## src/dhcpos_pkg.sv

```systemverilog
// shared types and constants of the dhcp option scanner
package dhcpos_pkg;

  typedef struct packed {
    logic [7:0] data_byte;
    logic [1:0] region;
    logic       first_byte;
    logic       last_byte;
  } in_beat_t;

  typedef struct packed {
    logic       result_kind;
    logic [7:0] option_code;
    logic [9:0] option_offset;
    logic [7:0] option_length;
    logic [2:0] status;
    logic [1:0] overload_value;
    logic       last_of_run;
  } out_beat_t;

  // results of one processed byte, in delivery order
  typedef struct packed {
    logic [1:0] cnt;
    out_beat_t  r0;
    out_beat_t  r1;
  } res_pair_t;

  localparam logic KIND_OPTION  = 1'b0;
  localparam logic KIND_SUMMARY = 1'b1;

  localparam logic [2:0] ST_OK           = 3'd0;
  localparam logic [2:0] ST_NO_MAGIC     = 3'd1;
  localparam logic [2:0] ST_GARBLED_TYPE = 3'd2;
  localparam logic [2:0] ST_WRONG_TYPE   = 3'd3;
  localparam logic [2:0] ST_BAD_OVERLOAD = 3'd4;

  localparam logic [7:0] HKC_RESET = 8'd254;

endpackage

```

## src/dhcpos_parse.sv

```systemverilog
// option walk state and per-byte parse logic
module dhcpos_parse #(
  parameter int MAX_REGION_BYTES = 1024
) (
  input  logic                 clk,
  input  logic                 rst_n,
  input  logic                 step,
  input  dhcpos_pkg::in_beat_t beat,
  input  logic [7:0]           max_code,
  output dhcpos_pkg::res_pair_t res
);
  import dhcpos_pkg::*;

  localparam int POS_W = $clog2(MAX_REGION_BYTES + 1);
  localparam logic [POS_W-1:0] POS_MAX = POS_W'(MAX_REGION_BYTES);

  localparam logic [7:0] CODE_PAD      = 8'd0;
  localparam logic [7:0] CODE_END      = 8'd255;
  localparam logic [7:0] CODE_TYPE     = 8'd53;
  localparam logic [7:0] CODE_OVERLOAD = 8'd52;
  localparam logic [7:0] TYPE_LOW      = 8'd1;
  localparam logic [7:0] TYPE_HIGH     = 8'd8;
  localparam logic [7:0] OVL_LOW       = 8'd1;
  localparam logic [7:0] OVL_HIGH      = 8'd3;

  typedef enum logic [6:0] {
    PH_COOKIE  = 7'b0000001,
    PH_CODE    = 7'b0000010,
    PH_LEN     = 7'b0000100,
    PH_VALUE   = 7'b0001000,
    PH_SKIPLEN = 7'b0010000,
    PH_SKIPVAL = 7'b0100000,
    PH_DONE    = 7'b1000000
  } phase_t;

  typedef struct packed {
    logic       seen;
    logic [7:0] len;
    logic [7:0] val;
  } opt_rec_t;

  function automatic logic [7:0] magic_byte(input logic [1:0] idx);
    logic [7:0] m;
    case (idx)
      2'd0:    m = 8'd99;
      2'd1:    m = 8'd130;
      2'd2:    m = 8'd83;
      default: m = 8'd99;
    endcase
    return m;
  endfunction

  phase_t           phase_r, phase_nxt, ph_eff;
  logic [1:0]       cidx_r, cidx_nxt;
  logic             magic_r, magic_nxt;
  logic [7:0]       pcode_r, pcode_nxt;
  logic [7:0]       plen_r, plen_nxt;
  logic [7:0]       rem_r, rem_nxt;
  logic             prec_r, prec_nxt;
  logic [9:0]       poff_r, poff_nxt;
  logic [POS_W-1:0] pos_r, pos_nxt, pos_eff;
  logic [POS_W+9:0] pos_wide;
  logic [255:0]     seen_r, seen_nxt;
  opt_rec_t         type_r, type_nxt;
  opt_rec_t         ovl_r, ovl_nxt;
  logic             emit;
  logic             reg0;
  logic [7:0]       b;
  logic [2:0]       st;
  logic [1:0]       ov;
  out_beat_t        rec_beat, sum_beat;

  assign b        = beat.data_byte;
  assign reg0     = (beat.region == 2'd0);
  assign pos_wide = {10'd0, pos_eff};

  always_comb begin
    phase_nxt = phase_r;
    cidx_nxt  = cidx_r;
    magic_nxt = magic_r;
    pcode_nxt = pcode_r;
    plen_nxt  = plen_r;
    rem_nxt   = rem_r;
    prec_nxt  = prec_r;
    poff_nxt  = poff_r;
    pos_nxt   = pos_r;
    seen_nxt  = seen_r;
    type_nxt  = type_r;
    ovl_nxt   = ovl_r;
    emit      = 1'b0;

    if (beat.first_byte) begin
      if (reg0) begin
        magic_nxt = 1'b0;
        seen_nxt  = '0;
        type_nxt  = '0;
        ovl_nxt   = '0;
        phase_nxt = PH_COOKIE;
        cidx_nxt  = 2'd0;
      end else begin
        phase_nxt = magic_r ? PH_CODE : PH_DONE;
      end
      prec_nxt = 1'b0;
      pos_nxt  = '0;
    end

    pos_eff = pos_nxt;
    ph_eff  = phase_nxt;

    if (pos_eff < POS_MAX) begin
      pos_nxt = pos_eff + POS_W'(1);
      case (ph_eff)
        PH_COOKIE: begin
          if (b != magic_byte(cidx_nxt)) begin
            phase_nxt = PH_DONE;
          end else if (cidx_nxt == 2'd3) begin
            magic_nxt = 1'b1;
            phase_nxt = PH_CODE;
          end else begin
            cidx_nxt = cidx_nxt + 2'd1;
          end
        end
        PH_CODE: begin
          if (b == CODE_PAD) begin
            phase_nxt = PH_CODE;
          end else if (b == CODE_END) begin
            phase_nxt = PH_DONE;
          end else if (b > max_code) begin
            phase_nxt = PH_SKIPLEN;
          end else begin
            pcode_nxt = b;
            poff_nxt  = pos_wide[9:0];
            phase_nxt = PH_LEN;
          end
        end
        PH_LEN: begin
          plen_nxt = b;
          prec_nxt = !seen_r[pcode_r];
          if (b == 8'd0) begin
            emit      = prec_nxt;
            phase_nxt = PH_CODE;
          end else begin
            rem_nxt   = b;
            phase_nxt = PH_VALUE;
          end
        end
        PH_VALUE: begin
          if (rem_r == plen_r && prec_r && reg0) begin
            if (pcode_r == CODE_TYPE) begin
              type_nxt.val = b;
            end else if (pcode_r == CODE_OVERLOAD) begin
              ovl_nxt.val = b;
            end
          end
          rem_nxt = rem_r - 8'd1;
          if (rem_nxt == 8'd0) begin
            emit      = prec_r;
            phase_nxt = PH_CODE;
          end
        end
        PH_SKIPLEN: begin
          rem_nxt   = b;
          phase_nxt = (b == 8'd0) ? PH_CODE : PH_SKIPVAL;
        end
        PH_SKIPVAL: begin
          rem_nxt = rem_r - 8'd1;
          if (rem_nxt == 8'd0) begin
            phase_nxt = PH_CODE;
          end
        end
        default: begin
          phase_nxt = ph_eff;
        end
      endcase
    end

    // accept the pending option
    if (emit) begin
      seen_nxt[pcode_nxt] = 1'b1;
      if (reg0) begin
        if (pcode_nxt == CODE_TYPE) begin
          type_nxt.seen = 1'b1;
          type_nxt.len  = plen_nxt;
        end else if (pcode_nxt == CODE_OVERLOAD) begin
          ovl_nxt.seen = 1'b1;
          ovl_nxt.len  = plen_nxt;
        end
      end
      prec_nxt = 1'b0;
    end

    if (beat.last_byte) begin
      phase_nxt = PH_DONE;
      prec_nxt  = 1'b0;
    end
  end

  // region summary from the updated packet state
  always_comb begin
    st = ST_OK;
    ov = 2'd0;
    if (!magic_nxt) begin
      st = ST_NO_MAGIC;
    end else if (type_nxt.seen) begin
      if (type_nxt.len != 8'd1) begin
        st = ST_GARBLED_TYPE;
      end else if (!(type_nxt.val inside {[TYPE_LOW:TYPE_HIGH]})) begin
        st = ST_WRONG_TYPE;
      end else if (ovl_nxt.seen) begin
        if (ovl_nxt.len != 8'd1 || !(ovl_nxt.val inside {[OVL_LOW:OVL_HIGH]})) begin
          st = ST_BAD_OVERLOAD;
        end else begin
          ov = ovl_nxt.val[1:0];
        end
      end
    end
  end

  always_comb begin
    rec_beat                = '0;
    rec_beat.result_kind    = KIND_OPTION;
    rec_beat.option_code    = pcode_nxt;
    rec_beat.option_offset  = poff_nxt;
    rec_beat.option_length  = plen_nxt;
    rec_beat.last_of_run    = !beat.last_byte;
    sum_beat                = '0;
    sum_beat.result_kind    = KIND_SUMMARY;
    sum_beat.status         = st;
    sum_beat.overload_value = ov;
    sum_beat.last_of_run    = 1'b1;
    res.r1 = sum_beat;
    if (emit) begin
      res.r0  = rec_beat;
      res.cnt = beat.last_byte ? 2'd2 : 2'd1;
    end else begin
      res.r0  = sum_beat;
      res.cnt = beat.last_byte ? 2'd1 : 2'd0;
    end
  end

  always_ff @(posedge clk) begin
    if (!rst_n) begin
      phase_r <= PH_COOKIE;
      cidx_r  <= 2'd0;
      magic_r <= 1'b0;
      pcode_r <= 8'd0;
      plen_r  <= 8'd0;
      rem_r   <= 8'd0;
      prec_r  <= 1'b0;
      poff_r  <= 10'd0;
      pos_r   <= '0;
      seen_r  <= '0;
      type_r  <= '0;
      ovl_r   <= '0;
    end else if (step) begin
      phase_r <= phase_nxt;
      cidx_r  <= cidx_nxt;
      magic_r <= magic_nxt;
      pcode_r <= pcode_nxt;
      plen_r  <= plen_nxt;
      rem_r   <= rem_nxt;
      prec_r  <= prec_nxt;
      poff_r  <= poff_nxt;
      pos_r   <= pos_nxt;
      seen_r  <= seen_nxt;
      type_r  <= type_nxt;
      ovl_r   <= ovl_nxt;
    end
  end

endmodule

```

## src/dhcpos_outq.sv

```systemverilog
// four-entry result queue taking up to two results per cycle
module dhcpos_outq (
  input  logic                  clk,
  input  logic                  rst_n,
  input  logic                  push,
  input  dhcpos_pkg::res_pair_t res,
  output logic                  room,
  output logic                  out_valid,
  input  logic                  out_ready,
  output dhcpos_pkg::out_beat_t out_data
);
  import dhcpos_pkg::*;

  out_beat_t  mem_r [4];
  logic [1:0] wr_r, wr_nxt;
  logic [1:0] rd_r, rd_nxt;
  logic [2:0] cnt_r, cnt_nxt;
  logic [1:0] n_push;
  logic       pop;

  assign room      = (cnt_r <= 3'd2);
  assign out_valid = (cnt_r != 3'd0);
  assign out_data  = mem_r[rd_r];
  assign pop       = out_valid && out_ready;
  assign n_push    = push ? res.cnt : 2'd0;

  always_comb begin
    wr_nxt  = wr_r + n_push;
    rd_nxt  = rd_r + {1'b0, pop};
    cnt_nxt = cnt_r + {1'b0, n_push} - {2'b00, pop};
  end

  always_ff @(posedge clk) begin
    if (n_push != 2'd0) begin
      mem_r[wr_r] <= res.r0;
    end
    if (n_push == 2'd2) begin
      mem_r[wr_r + 2'd1] <= res.r1;
    end
  end

  always_ff @(posedge clk) begin
    if (!rst_n) begin
      wr_r  <= 2'd0;
      rd_r  <= 2'd0;
      cnt_r <= 3'd0;
    end else begin
      wr_r  <= wr_nxt;
      rd_r  <= rd_nxt;
      cnt_r <= cnt_nxt;
    end
  end

endmodule

```

## src/dhcp_option_scanner_top.sv

```systemverilog
// top level of the dhcp option scanner
// in_*: one packet byte per beat with region tag and first/last marks.
//   a first mark in region 0 starts a new packet; regions 1 and 2 (file, sname)
//   are walked only after a good magic cookie.
// out_*: option records (code, offset, length) and, on each last byte, a
//   region summary with status and overload value; last_of_run marks the final
//   result of one input byte.
// cfg_*: writes highest_known_code, taken every cycle; write only while idle.
// path: an accepted byte waits in the input register until the queue has room,
//   is parsed, and its results are written into the queue that drives out_valid.
// throughput: one byte per cycle while the queue has room for two results;
//   the parse state advances once per accepted byte.
// a byte that yields two results takes two output beats from the four-entry
//   result queue.
// stall: when out_ready is low the queue fills; once fewer than two slots are
//   free the input register holds and in_ready drops, nothing is lost.
// reset: parser waits for a region 0 cookie, highest_known_code is 254,
//   the queue is empty.
module dhcp_option_scanner_top #(
  parameter int MAX_REGION_BYTES = 1024
) (
  input  logic                  clk,
  input  logic                  rst_n,
  input  logic                  in_valid,
  output logic                  in_ready,
  input  dhcpos_pkg::in_beat_t  in_data,
  output logic                  out_valid,
  input  logic                  out_ready,
  output dhcpos_pkg::out_beat_t out_data,
  input  logic                  cfg_valid,
  output logic                  cfg_ready,
  input  logic [7:0]            cfg_data
);
  import dhcpos_pkg::*;

  in_beat_t  in_r;
  logic      hold_r;
  logic [7:0] hkc_r;
  logic      room;
  logic      step;
  res_pair_t res;

  assign step      = hold_r && room;
  assign in_ready  = !hold_r || room;
  assign cfg_ready = 1'b1;

  always_ff @(posedge clk) begin
    if (in_valid && in_ready) begin
      in_r <= in_data;
    end
  end

  always_ff @(posedge clk) begin
    if (!rst_n) begin
      hold_r <= 1'b0;
      hkc_r  <= HKC_RESET;
    end else begin
      if (in_valid && in_ready) begin
        hold_r <= 1'b1;
      end else if (step) begin
        hold_r <= 1'b0;
      end
      if (cfg_valid) begin
        hkc_r <= cfg_data;
      end
    end
  end

  dhcpos_parse #(
    .MAX_REGION_BYTES(MAX_REGION_BYTES)
  ) u_parse (
    .clk      (clk),
    .rst_n    (rst_n),
    .step     (step),
    .beat     (in_r),
    .max_code (hkc_r),
    .res      (res)
  );

  dhcpos_outq u_outq (
    .clk       (clk),
    .rst_n     (rst_n),
    .push      (step),
    .res       (res),
    .room      (room),
    .out_valid (out_valid),
    .out_ready (out_ready),
    .out_data  (out_data)
  );

endmodule

```

## config.mk

```make
export PLATFORM = sky130hd
export DESIGN_NAME = dhcp_option_scanner_top
export DESIGN_NICKNAME = d
export VERILOG_FILES = /design/src/dhcpos_pkg.sv /design/src/dhcpos_parse.sv /design/src/dhcpos_outq.sv /design/src/dhcp_option_scanner_top.sv
export SDC_FILE = /design/constraint.sdc
export NUM_CORES = 1
export LEC_CHECK = 0
export ABC_AREA = 1
export BUFFER_PORTS_ARGS = -buffer_cell sky130_fd_sc_hd__buf_2
export CAP_MARGIN = 20
export CORE_AREA = 8 8 220 222
export CTS_CLUSTER_SIZE = 20
export DETAILED_ROUTE_END_ITERATION = 8
export DIE_AREA = 0 0 228 230
export GPL_TIMING_DRIVEN = 0
export PLACE_DENSITY = 0.67
export SLEW_MARGIN = 10
export SYNTH_ARGS = -nofsm -noshare
export SYNTH_HDL_FRONTEND = slang
export SYNTH_SLANG_ARGS = --single-unit
```

## constraint.sdc

```tcl
create_clock -name clk -period 12.3 [get_ports clk]
set_input_delay 1.23 -clock clk [delete_from_list [all_inputs] [get_ports clk]]
set_output_delay 1.23 -clock clk [all_outputs]
set_load 0.1 [all_outputs]
```

Word-level counts from Yosys, hierarchy flattened

Memories as Yosys holds them, arrays and structs flattened. A register that Yosys moved wholly into a read port is not among the register bits.
Index checks and enable logic that the tools add are counted.

Add/sub/neg operators: 8
Order comparisons: 10
Equal/unequal tests: 20
Muxes and demuxes: 104
Bitwise operators: 1
Reduce and logical (&&, ||, !) cells: 23

Operator list:

| kind                    | count |
|---|---|
| $mux W256               | 3 |
| $or A256 B256 Y256      | 1 |
| $mux W8                 | 19 |
| $mux W7                 | 10 |
| $mux W17                | 4 |
| $mux W9                 | 7 |
| $mux W10                | 5 |
| $mux W35                | 1 |
| $pmux W7 S5             | 1 |
| $eq A8 B6 Y1 const B    | 4 |
| $mux W2                 | 15 |
| $ge A8 B1 Y1 const B    | 3 |
| $pmux W8 S3             | 1 |
| $mux W1                 | 23 |
| $mux W11                | 2 |
| $lt A8 B9 Y1 const B    | 2 |
| $mux W3                 | 6 |
| $logic_not A8 Y1        | 2 |
| $ne A8 B1 Y1 const B    | 2 |
| $pmux W8 S2             | 1 |
| $add A11 B1 Y11 const B | 1 |
| $lt A11 B11 Y1 const B  | 1 |
| $bmux W1 S8             | 1 |
| $demux W1 S8            | 1 |
| other kinds (34)        | 50 |

Bits in registers: 374
Memory bits (writable): 132
Output and inout port bits: 36
Word-level logic and storage cells: 192
Memories: 1

Memories:

| name         | words | bits a word | rd ports | clocked after memory_dff | wr ports | line              | source |
|---|---|---|---|---|---|---|---|
| u_outq.mem_r | 4     | 33          | 1        | 1                        | 2        | dhcpos_outq.sv:14 | `out_beat_t mem_r [4];` |

Depth between registers and ports, before layout

Gate-level depths: netlist of run 1.

Depth in word-level cells: 24
Gate-level depth with buffers: 30
Depth with buffers taken out: 29

Hierarchy

Synthesis of run 1 repeated with hierarchy kept, for this count alone.

Cells, all modules: 3732
Area total of the unflattened synthesis: 26485.4 µm²

Modules (own cells, without submodules):

| module                  | times used | cells an instance | area each (µm²) |
|---|---|---|---|
| dhcpos_parse            | 1          | 2963              | 18904.4 |
| dhcpos_outq             | 1          | 711               | 6860.3 |
| dhcp_option_scanner_top | 1          | 58                | 720.7 |

Least setup slack after synthesis of run 1

Ideal clock, no wire load.

Path type: reg-to-reg
Start: register in_r[1] in the netlist's numbering
End: memory u_outq.mem_r[1][23] in the netlist's numbering
Library setup time: 0.129 ns
Arrival time: 3.826 ns
Path slack: 8.345 ns
Cell stages (with the launch flop): 25
Path buffers: 3
Clock period less this slack: 3.955 ns
Cells stage by stage: edfxtp_1 > buf_4 > o21ai_1 > inv_1 > nor2_1 > inv_2 > nor4_2 > inv_1 > nor2_1 > nand3_2 > a21oi_4 > clkbuf_1 > ha_1 > inv_1 > nor2_1 > inv_1 > nor2_1 > inv_1 > nor3_1 > inv_1 > nand2_1 > clkinv_1 > clkbuf_1 > nand2_1 > o21ai_0

RTL lines:

| element                | line                          | source |
|---|---|---|
| start, declared        | dhcp_option_scanner_top.sv:36 | `in_beat_t in_r;` |
| start signal, assigned | dhcp_option_scanner_top.sv:49 | `in_r <= in_data;` |
| end, declared          | dhcpos_outq.sv:14             |  |

==> impl_metrics.sql, run 1 <==
INSERT INTO impl_metrics (metric_group, metric, value, unit) VALUES
('setup_path', 'critPathLaunch', 'u_parse.pcode_r[2]', ''),
('sta', 'timing.final.crit_share', '60.7', '%'),
('placed_design', 'inst_count_dp', '4244', ''),
('yosys', 'synth-edff-count', '32', ''),
('clock_network', 'worst_skew_pair.late_latency', '0.64', 'ns'),
('sta', 'fin_hold_ws', '0.454', 'ns'),
('setup_path', 'crit_path_cell_trace', 'buf_2 > inv_1 > clkbuf_1 > o211ai_1 > nand3_1 > nand2_1 > nand3_1 > nand3_1 > nand3_1 > nand3_2 > a21oi_4 > clkbuf_1 > ha_1 > inv_1 > nor2_1 > nor2_1 > nor3_1 > inv_1 > nand2_1 > clkinv_1 > clkbuf_1 > nand2_1 > o21ai_0', ''),
('routing', 'drt-initial-drc-count', '3717', ''),
('clock_network', 'ctsHtreeMaxLevel', '2', ''),
('yosys', 'yosys.cell_count.top_type', 'sky130_fd_sc_hd__nand2_1', ''),
('routing', 'dr.pass1.iters', '6', ''),
('sta', 'setup-tns-final', '0', 'ns'),
('global_routing', 'antenna_found_initial', '2', ''),
('yosys', 'synth_common_cells', '1003 x sky130_fd_sc_hd__nand2_1, 474 x sky130_fd_sc_hd__dfxtp_1, 354 x sky130_fd_sc_hd__a21oi_1, 306 x sky130_fd_sc_hd__nor2_1, 306 x sky130_fd_sc_hd__o21ai_0', ''),
('sta', 'timing_worst_slew_pin_value', '1.32', 'ns'),
('power_and_ir_drop', 'p_leak', '10.5', 'nW'),
('setup_path', 'critical-path-top-cell-by-count', 'sky130_fd_sc_hd__nand3_1', ''),
('setup_path', 'critical_path.endpoint', 'u_outq.mem_r[3][25]', ''),
('clock_network', 'root_buffer', 'sky130_fd_sc_hd__clkbuf_16', ''),
('setup_path', 'cp_required', '12.77', 'ns'),
('power_and_ir_drop', 'fin_total_pwr', '0.00473', 'W'),
('yosys', 'yosysUniqueCellTypes', '56', ''),
('yosys', 'syn-instance-count', '3584', ''),
('placed_design', 'gp_congestion', '0.989', ''),
('yosys', 'synth-async-reset-ratio', '0', '%'),
('clock_network', 'cts_inserted_buffers', '54', ''),
('power_and_ir_drop', 'power.density_cell_area', '174', 'mW/mm^2'),
('power_and_ir_drop', 'max-vdd-ir-drop', '0.000229', 'V'),
('floorplanning', 'initial_core_util', '54.4', '%'),
('yosys', 'post_synthesis_net_count', '3633', ''),
('yosys', 'netlist_area', '0.0244', 'mm^2'),
('sta', 'number_of_pins_exceeding_their_max_slew_limit_in_the_final_report', '0', ''),
('routing', 'final_antenna_net_count', '0', ''),
('setup_path', 'critPathMaxStageDelay', '1.04', 'ns'),
('global_routing', 'grt_util_all_layers', '35.0', '%'),
('cells_and_area', 'nNetsFinal', '3753', ''),
('yosys', 'synthDominantAreaCellType', 'sky130_fd_sc_hd__dfxtp_1', ''),
('sta', 'max_slew_margin', '11.7', '%'),
('cells_and_area', 'final_cell_count_no_fill', '4347', ''),
('routing', 'route.detailed.wl_per_inst', '22.1', 'um'),
('cells_and_area', 'drive_above_1_share', '6.70', '%'),
('sta', 'maxClockFrequency', '134', 'MHz'),
('setup_path', 'setup.worst_path.end_class', 'flop', ''),
('floorplanning', 'die_area', '0.0524', 'mm^2'),
('floorplanning', 'floorplan.rows', '78', ''),
('sta', 'clock-skew-final', '0.0325', 'ns'),
('global_routing', 'grt_overflow', '0', ''),
('yosys', 'post-synth-top-area-fraction', '38.9', '%'),
('setup_path', 'crit_start_category', 'flop', ''),
('yosys', 'syn_area_per_cell', '6.81', 'um^2'),
('clock_network', 'number_of_clock_sinks_seen_by_cts', '506', ''),
('yosys', 'yosys_warnings', '0', ''),
('setup_path', 'worstRegToRegCells', '23', ''),
('setup_path', 'cp_max_fo', '11', ''),
('sta', 'rsz0062_at_grt', 'false', ''),
('outcome', 'outcome', 'complete, no violations', ''),
('yosys', 'seq_area_frac_synth', '42.8', '%'),
('yosys', 'synth_area_leaders', 'sky130_fd_sc_hd__dfxtp_1 39%, sky130_fd_sc_hd__nand2_1 15%, sky130_fd_sc_hd__a21oi_1 7.3%', ''),
('floorplanning', 'coreArea', '0.0449', 'mm^2'),
('floorplanning', 'dieHeight', '230', 'um'),
('floorplanning', 'io-pin-count', '61', ''),
('job', 'max_cap_violations', '0', ''),
('routing', 'vias_per_cell', '6.04', ''),
('sta', 'post-route-worst-setup-slack', '4.83', 'ns'),
('setup_path', 'critical_path_class', 'reg2reg', ''),
('global_routing', 'number_of_global_route_vias_before_repair', '24257', ''),
('min_path', 'min_path_type', 'reg2reg', ''),
('placed_design', 'io_buffer_count', '58', ''),
('setup_path', 'worstReg2RegStart', 'u_parse.pcode_r[2]', ''),
('setup_path', 'rr_endpoint', 'u_outq.mem_r[3][25]', ''),
('clock_network', 'worst_setup_hold_path_clk_slew', '0.06', 'ns');
[report_power, final]
part / total [W] / internal, W / switching (W)
combinational: 0.00139 / 0.000248 / 0.00114
sequential: 0.00175 / 0.00171 / 0.0000387
clock: 0.00160 / 0.000894 / 0.000701
[tightest hold or removal path, stage by stage, from the launching register on]
cell                      delay (ns)
sky130_fd_sc_hd__dfxtp_1        0.31
sky130_fd_sc_hd__nand2_1        0.06
sky130_fd_sc_hd__nand2_1        0.04
[kinds of logic after synthesis]
logic type      count (synthesis)  synth area share [%]
simple gates                 1720                  29.6
compound gates                781                  17.1
buf+inv                       538                  8.62
flops                         506                  42.8
fa+ha+maj                      24                  1.26
xor+xnor                       14                 0.502
other cells                     1                0.0154
[through the flow]
stage	util [%]	instance area, um^2
after global placement	56.7	25400
after CTS	60.5	27200
after detailed placement	56.7	25500
after global routing	60.6	27200
final	60.6	27200
after floorplan	-	24400
[worst min-delay path by stage]
stage                                    from                   to  slack, ns  cells after the start
after floorplan           u_outq.mem_r[1][32]  u_outq.mem_r[1][32]       0.42                      2
after global placement    u_outq.mem_r[1][25]  u_outq.mem_r[1][25]       0.43                      2
after detailed placement  u_outq.mem_r[1][32]  u_outq.mem_r[1][32]       0.44                      2
after CTS                 u_outq.mem_r[1][32]  u_outq.mem_r[1][32]       0.45                      2
after global routing      u_outq.mem_r[3][32]  u_outq.mem_r[3][32]       0.47                      2
final                     u_outq.mem_r[1][32]  u_outq.mem_r[1][32]       0.45                      2
[layout make-up]
type | count | area (um^2)
fill | 4271 | 17700
inverter | 301 | 1130
sequential | 506 | 10500
buffer | 237 | 973
multi-input combinational | 2540 | 11900
antenna | 3 | 7.51
tap | 600 | 751
timing repair buffer | 64 | 350
clock buffer | 75 | 1540
clock inverter | 21 | 149
[registers in the layout, indices dropped and copies added (netlist names), 3 cells and up]
register,cells
hkc_r,8
in_r,12
u_outq.cnt_r,3
u_outq.mem_r,132
u_parse.ovl_r,17
u_parse.pcode_r,8
u_parse.phase_r,7
u_parse.plen_r,8
u_parse.poff_r,10
u_parse.pos_r,11
u_parse.rem_r,8
u_parse.seen_r,256
u_parse.type_r,17
[metal layers]
metal / vias to the layer above / GRT usage [%] / wire length, um
li1: 11958 / - / -
met1: 12215 / 47.0 / 38200
met2: 1765 / 51.4 / 39900
met3: 336 / 9.26 / 13000
met4: 2 / 18.0 / 4970
met5: - / 0 / 11
[cells in the final DEF (no fill, tap or decap), types with 5 or more instances in the layout]
master                         n
sky130_fd_sc_hd__nor3_1       38
sky130_fd_sc_hd__o21ai_1       9
sky130_fd_sc_hd__nand3_2       7
sky130_fd_sc_hd__a31oi_1       5
sky130_fd_sc_hd__buf_1        15
sky130_fd_sc_hd__inv_2        13
sky130_fd_sc_hd__nand2_1    1003
sky130_fd_sc_hd__o21ai_0     306
sky130_fd_sc_hd__buf_2        94
sky130_fd_sc_hd__ha_1         23
sky130_fd_sc_hd__dfxtp_1     474
sky130_fd_sc_hd__clkbuf_1    191
sky130_fd_sc_hd__nand2_4       5
sky130_fd_sc_hd__nand3_1     283
sky130_fd_sc_hd__nor2_1      306
sky130_fd_sc_hd__edfxtp_1     32
sky130_fd_sc_hd__inv_1       280
sky130_fd_sc_hd__o22ai_1      35
sky130_fd_sc_hd__clkbuf_8      9
sky130_fd_sc_hd__nand2_2      10
sky130_fd_sc_hd__clkinv_2     19
sky130_fd_sc_hd__xor2_1       10
sky130_fd_sc_hd__o21bai_1     17
sky130_fd_sc_hd__nor4_1        6
sky130_fd_sc_hd__a311oi_1      7
sky130_fd_sc_hd__o211ai_1     22
sky130_fd_sc_hd__a21oi_1     353
sky130_fd_sc_hd__clkinv_1      7
sky130_fd_sc_hd__o221ai_1      6
sky130_fd_sc_hd__a22oi_1       8
sky130_fd_sc_hd__clkbuf_16    55
sky130_fd_sc_hd__nand4_1      39
Power figures use the tool's default switching activity.
==> inputs of run 2 (changes only) <==
==> constraint.sdc (replaced) <==
create_clock -name clk -period 7.16 [get_ports clk]
set_input_delay 0.716 -clock clk [delete_from_list [all_inputs] [get_ports clk]]
set_output_delay 0.716 -clock clk [all_outputs]
set_load 0.1 [all_outputs]
==> impl_metrics.sql, run 2 (synthesized netlist as in run 1, its figures left out) <==
INSERT INTO impl_metrics (metric_group, metric, value, unit) VALUES
('power_and_ir_drop', 'power.density_cell_area', '299', 'mW/mm^2'),
('sta', 'report.final.hold_viol_count', '0', ''),
('clock_network', 'worst_skew_pair.late_latency', '0.64', 'ns'),
('sta', 'rsz0062_at_grt', 'false', ''),
('setup_path', 'critical-path-top-cell-by-count', 'sky130_fd_sc_hd__nand2_1', ''),
('setup_path', 'worst-path-stages', '25', ''),
('cells_and_area', 'finish.utilization', '60.6', '%'),
('setup_path', 'worstPathArrival', '7.14', 'ns'),
('setup_path', 'worstReg2RegStart', 'u_parse.pcode_r[3]', ''),
('min_path', 'hold_path_startpoint', 'in_data[1]', ''),
('routing', 'routed-via-count', '26291', ''),
('routing', 'vias_per_cell', '6.05', ''),
('global_routing', 'grt_util_all_layers', '35.0', '%'),
('routing', 'route.detailed.drc', '0', ''),
('cells_and_area', 'commonest_non_fill_non_tap_cells_in_the_layout', '1003 x sky130_fd_sc_hd__nand2_1, 474 x sky130_fd_sc_hd__dfxtp_1, 353 x sky130_fd_sc_hd__a21oi_1', ''),
('min_path', 'hold-path-endpoint', 'in_r[1]', ''),
('global_routing', 'number_of_global_route_vias_before_repair', '24257', ''),
('cells_and_area', 'syn2layout_area_growth', '11.5', '%'),
('job', 'max_cap_violations', '0', ''),
('setup_path', 'rr_endpoint', 'u_outq.mem_r[3][25]', ''),
('setup_path', 'top_family_by_delay_on_critical_path', 'simple AND/OR/NAND/NOR gates', ''),
('floorplanning', 'dieWidth', '228', 'um'),
('setup_path', 'critPathBufInv', '8', ''),
('power_and_ir_drop', 'p_leak', '10.5', 'nW'),
('power_and_ir_drop', 'max-vdd-ir-drop', '0.000393', 'V'),
('setup_path', 'critical_path.slowest_cell', 'sky130_fd_sc_hd__a21oi_4', ''),
('cells_and_area', 'most_common_cell_after_layout_fill_and_taps_aside', 'sky130_fd_sc_hd__nand2_1', ''),
('placed_design', 'dp_hpwl', '65.3', 'mm'),
('cells_and_area', 'drive_above_1_share', '6.73', '%'),
('placed_design', 'gp_congestion', '0.989', ''),
('global_routing', 'grt_start_max_net_pins', '15', ''),
('cells_and_area', 'nNetsFinal', '3752', ''),
('min_path', 'hold_path_depth', '1', ''),
('setup_path', 'cp_max_fo', '20', ''),
('setup_path', 'crit_start_category', 'flop', ''),
('floorplanning', 'io-pin-count', '61', ''),
('global_routing', 'antenna_found_initial', '2', ''),
('clock_network', 'root_buffer', 'sky130_fd_sc_hd__clkbuf_16', ''),
('clock_network', 'ctsLongestPathBuffers', '3', ''),
('outcome', 'outcome', 'complete, no violations', ''),
('cells_and_area', 'registers_with_the_most_flip_flops', 'u_parse.seen_r: 256 flops, u_outq.mem_r: 132 flops', ''),
('clock_network', 'tritoncts_clock_tree', 'built', ''),
('floorplanning', 'die_area', '0.0524', 'mm^2'),
('floorplanning', 'dieHeight', '230', 'um'),
('floorplanning', 'initial_core_util', '54.4', '%'),
('global_routing', 'grt_overflow', '0', ''),
('sta', 'number_of_pins_exceeding_their_max_slew_limit_in_the_final_report', '0', ''),
('setup_path', 'rrSetupSlack', '0.49', 'ns'),
('clock_network', 'cts.hold.buffers_added', '0', ''),
('sta', 'min_period', '6.67', 'ns'),
('sta', 'setup-tns-final', '0', 'ns'),
('setup_path', 'critical_path_class', 'reg2reg', ''),
('clock_network', 'worst_setup_hold_path_clk_slew', '0.06', 'ns'),
('sta', 'max_slew_margin', '15.3', '%'),
('cells_and_area', 'max_flop_register', 'u_parse.seen_r', ''),
('setup_path', 'setup.worst_path.end_class', 'flop', ''),
('sta', 'maxClockFrequency', '150', 'MHz'),
('routing', 'drt-initial-drc-count', '3823', ''),
('setup_path', 'worstRegToRegCells', '25', ''),
('cells_and_area', 'final_cell_count_no_fill', '4344', ''),
('setup_path', 'critPathMaxStageDelay', '0.82', 'ns'),
('floorplanning', 'floorplan.rows', '78', ''),
('floorplanning', 'coreArea', '0.0449', 'mm^2'),
('routing', 'final_antenna_net_count', '0', ''),
('global_routing', 'grt_pass1_wl', '144', 'mm'),
('clock_network', 'cts_inserted_buffers', '54', ''),
('sta', 'clock-skew-final', '0.0337', 'ns'),
('min_path', 'min_path_type', 'in2reg', ''),
('routing', 'detail_route.wirelength', '96.1', 'mm'),
('clock_network', 'ctsHtreeMaxLevel', '2', ''),
('cells_and_area', 'number_of_flip_flops_in_the_largest_register', '256', ''),
('routing', 'route.detailed.wl_per_inst', '22.1', 'um'),
('sta', 'timing_worst_slew_pin_value', '1.26', 'ns'),
('sta', 'setup_viol_count_final', '0', ''),
('setup_path', 'cp_required', '7.62', 'ns'),
('sta', 'timing.final.crit_share', '93.2', '%'),
('placed_design', 'io_buffer_count', '58', ''),
('clock_network', 'number_of_clock_sinks_seen_by_cts', '506', ''),
('placed_design', 'inst_count_dp', '4244', ''),
('routing', 'dr.pass1.iters', '7', '');
run 2: cell types whose count changed in the layout (fill, tap and decap cells not counted):
cell,delta
sky130_fd_sc_hd__diode_2,-2
sky130_fd_sc_hd__clkbuf_2,+1
sky130_fd_sc_hd__clkbuf_1,-2
run 2: layout make-up:
class                      instances  area, um^2
clock buffer                      75        1540
clock inverter                    21         149
antenna                            1        2.50
tap                              600         751
timing repair buffer              64         350
inverter                         301        1130
fill                            4273       17700
multi-input combinational       2540       11900
sequential                       506       10500
buffer                           236         971
run 2: where the power goes:
part | switching [W] | internal, W
Clock | 0.00121 | 0.00154
Sequential | 0.0000661 | 0.00294
Combinational | 0.00196 | 0.000426
Total | 0.00323 | 0.00490
run 2: metrics by stage:
stage               area [um^2]  hold WS [ns]  worst slack (ns)  total power, W
floorplan                 24400         0.422              3.21         0.00465
global placement          25400         0.433             0.360         0.00533
detailed placement        25500         0.437             0.235         0.00535
CTS                       27200         0.242             0.159         0.00805
global route              27200         0.251             0.214         0.00835
finish                    27200         0.276             0.487         0.00813
run 2: worst max-delay path by stage:
stage                             startpoint                   to
after detailed placement  u_parse.pcode_r[2]  u_outq.mem_r[3][25]
after global routing      u_parse.pcode_r[3]  u_outq.mem_r[3][16]
after floorplan                      in_r[1]  u_outq.mem_r[1][23]
after global placement    u_parse.pcode_r[2]  u_outq.mem_r[3][22]
final                     u_parse.pcode_r[3]  u_outq.mem_r[3][25]
after CTS                 u_parse.pcode_r[2]  u_outq.mem_r[3][25]
run 2: worst register-to-register path, delay by kind of cell, from the launching register on:
family                     cells  cell delay (ns)
and+or+nand+nor               14             2.69
buffers and inverters          8             2.31
AOI/OAI and AO/OA              2             0.93
DFF                            1             0.30
adders and majority gates      1             0.30
run 2: routing by layer:
metal  track usage (%)  share of wire, %  vias up
li1                  -                 -    11939
met1              47.0                40    12321
met2              51.4                42     1700
met3              9.26                13      329
met4              18.0               5.0        2
met5                 0             0.011        -
run 2: what timing repair did:
| item | CTS | global route |
|---|---|---|
| setup buffers | 0 | 0 |
| setup endpoints to repair | 0 | 82 |
| resized for setup | 0 | 3 |
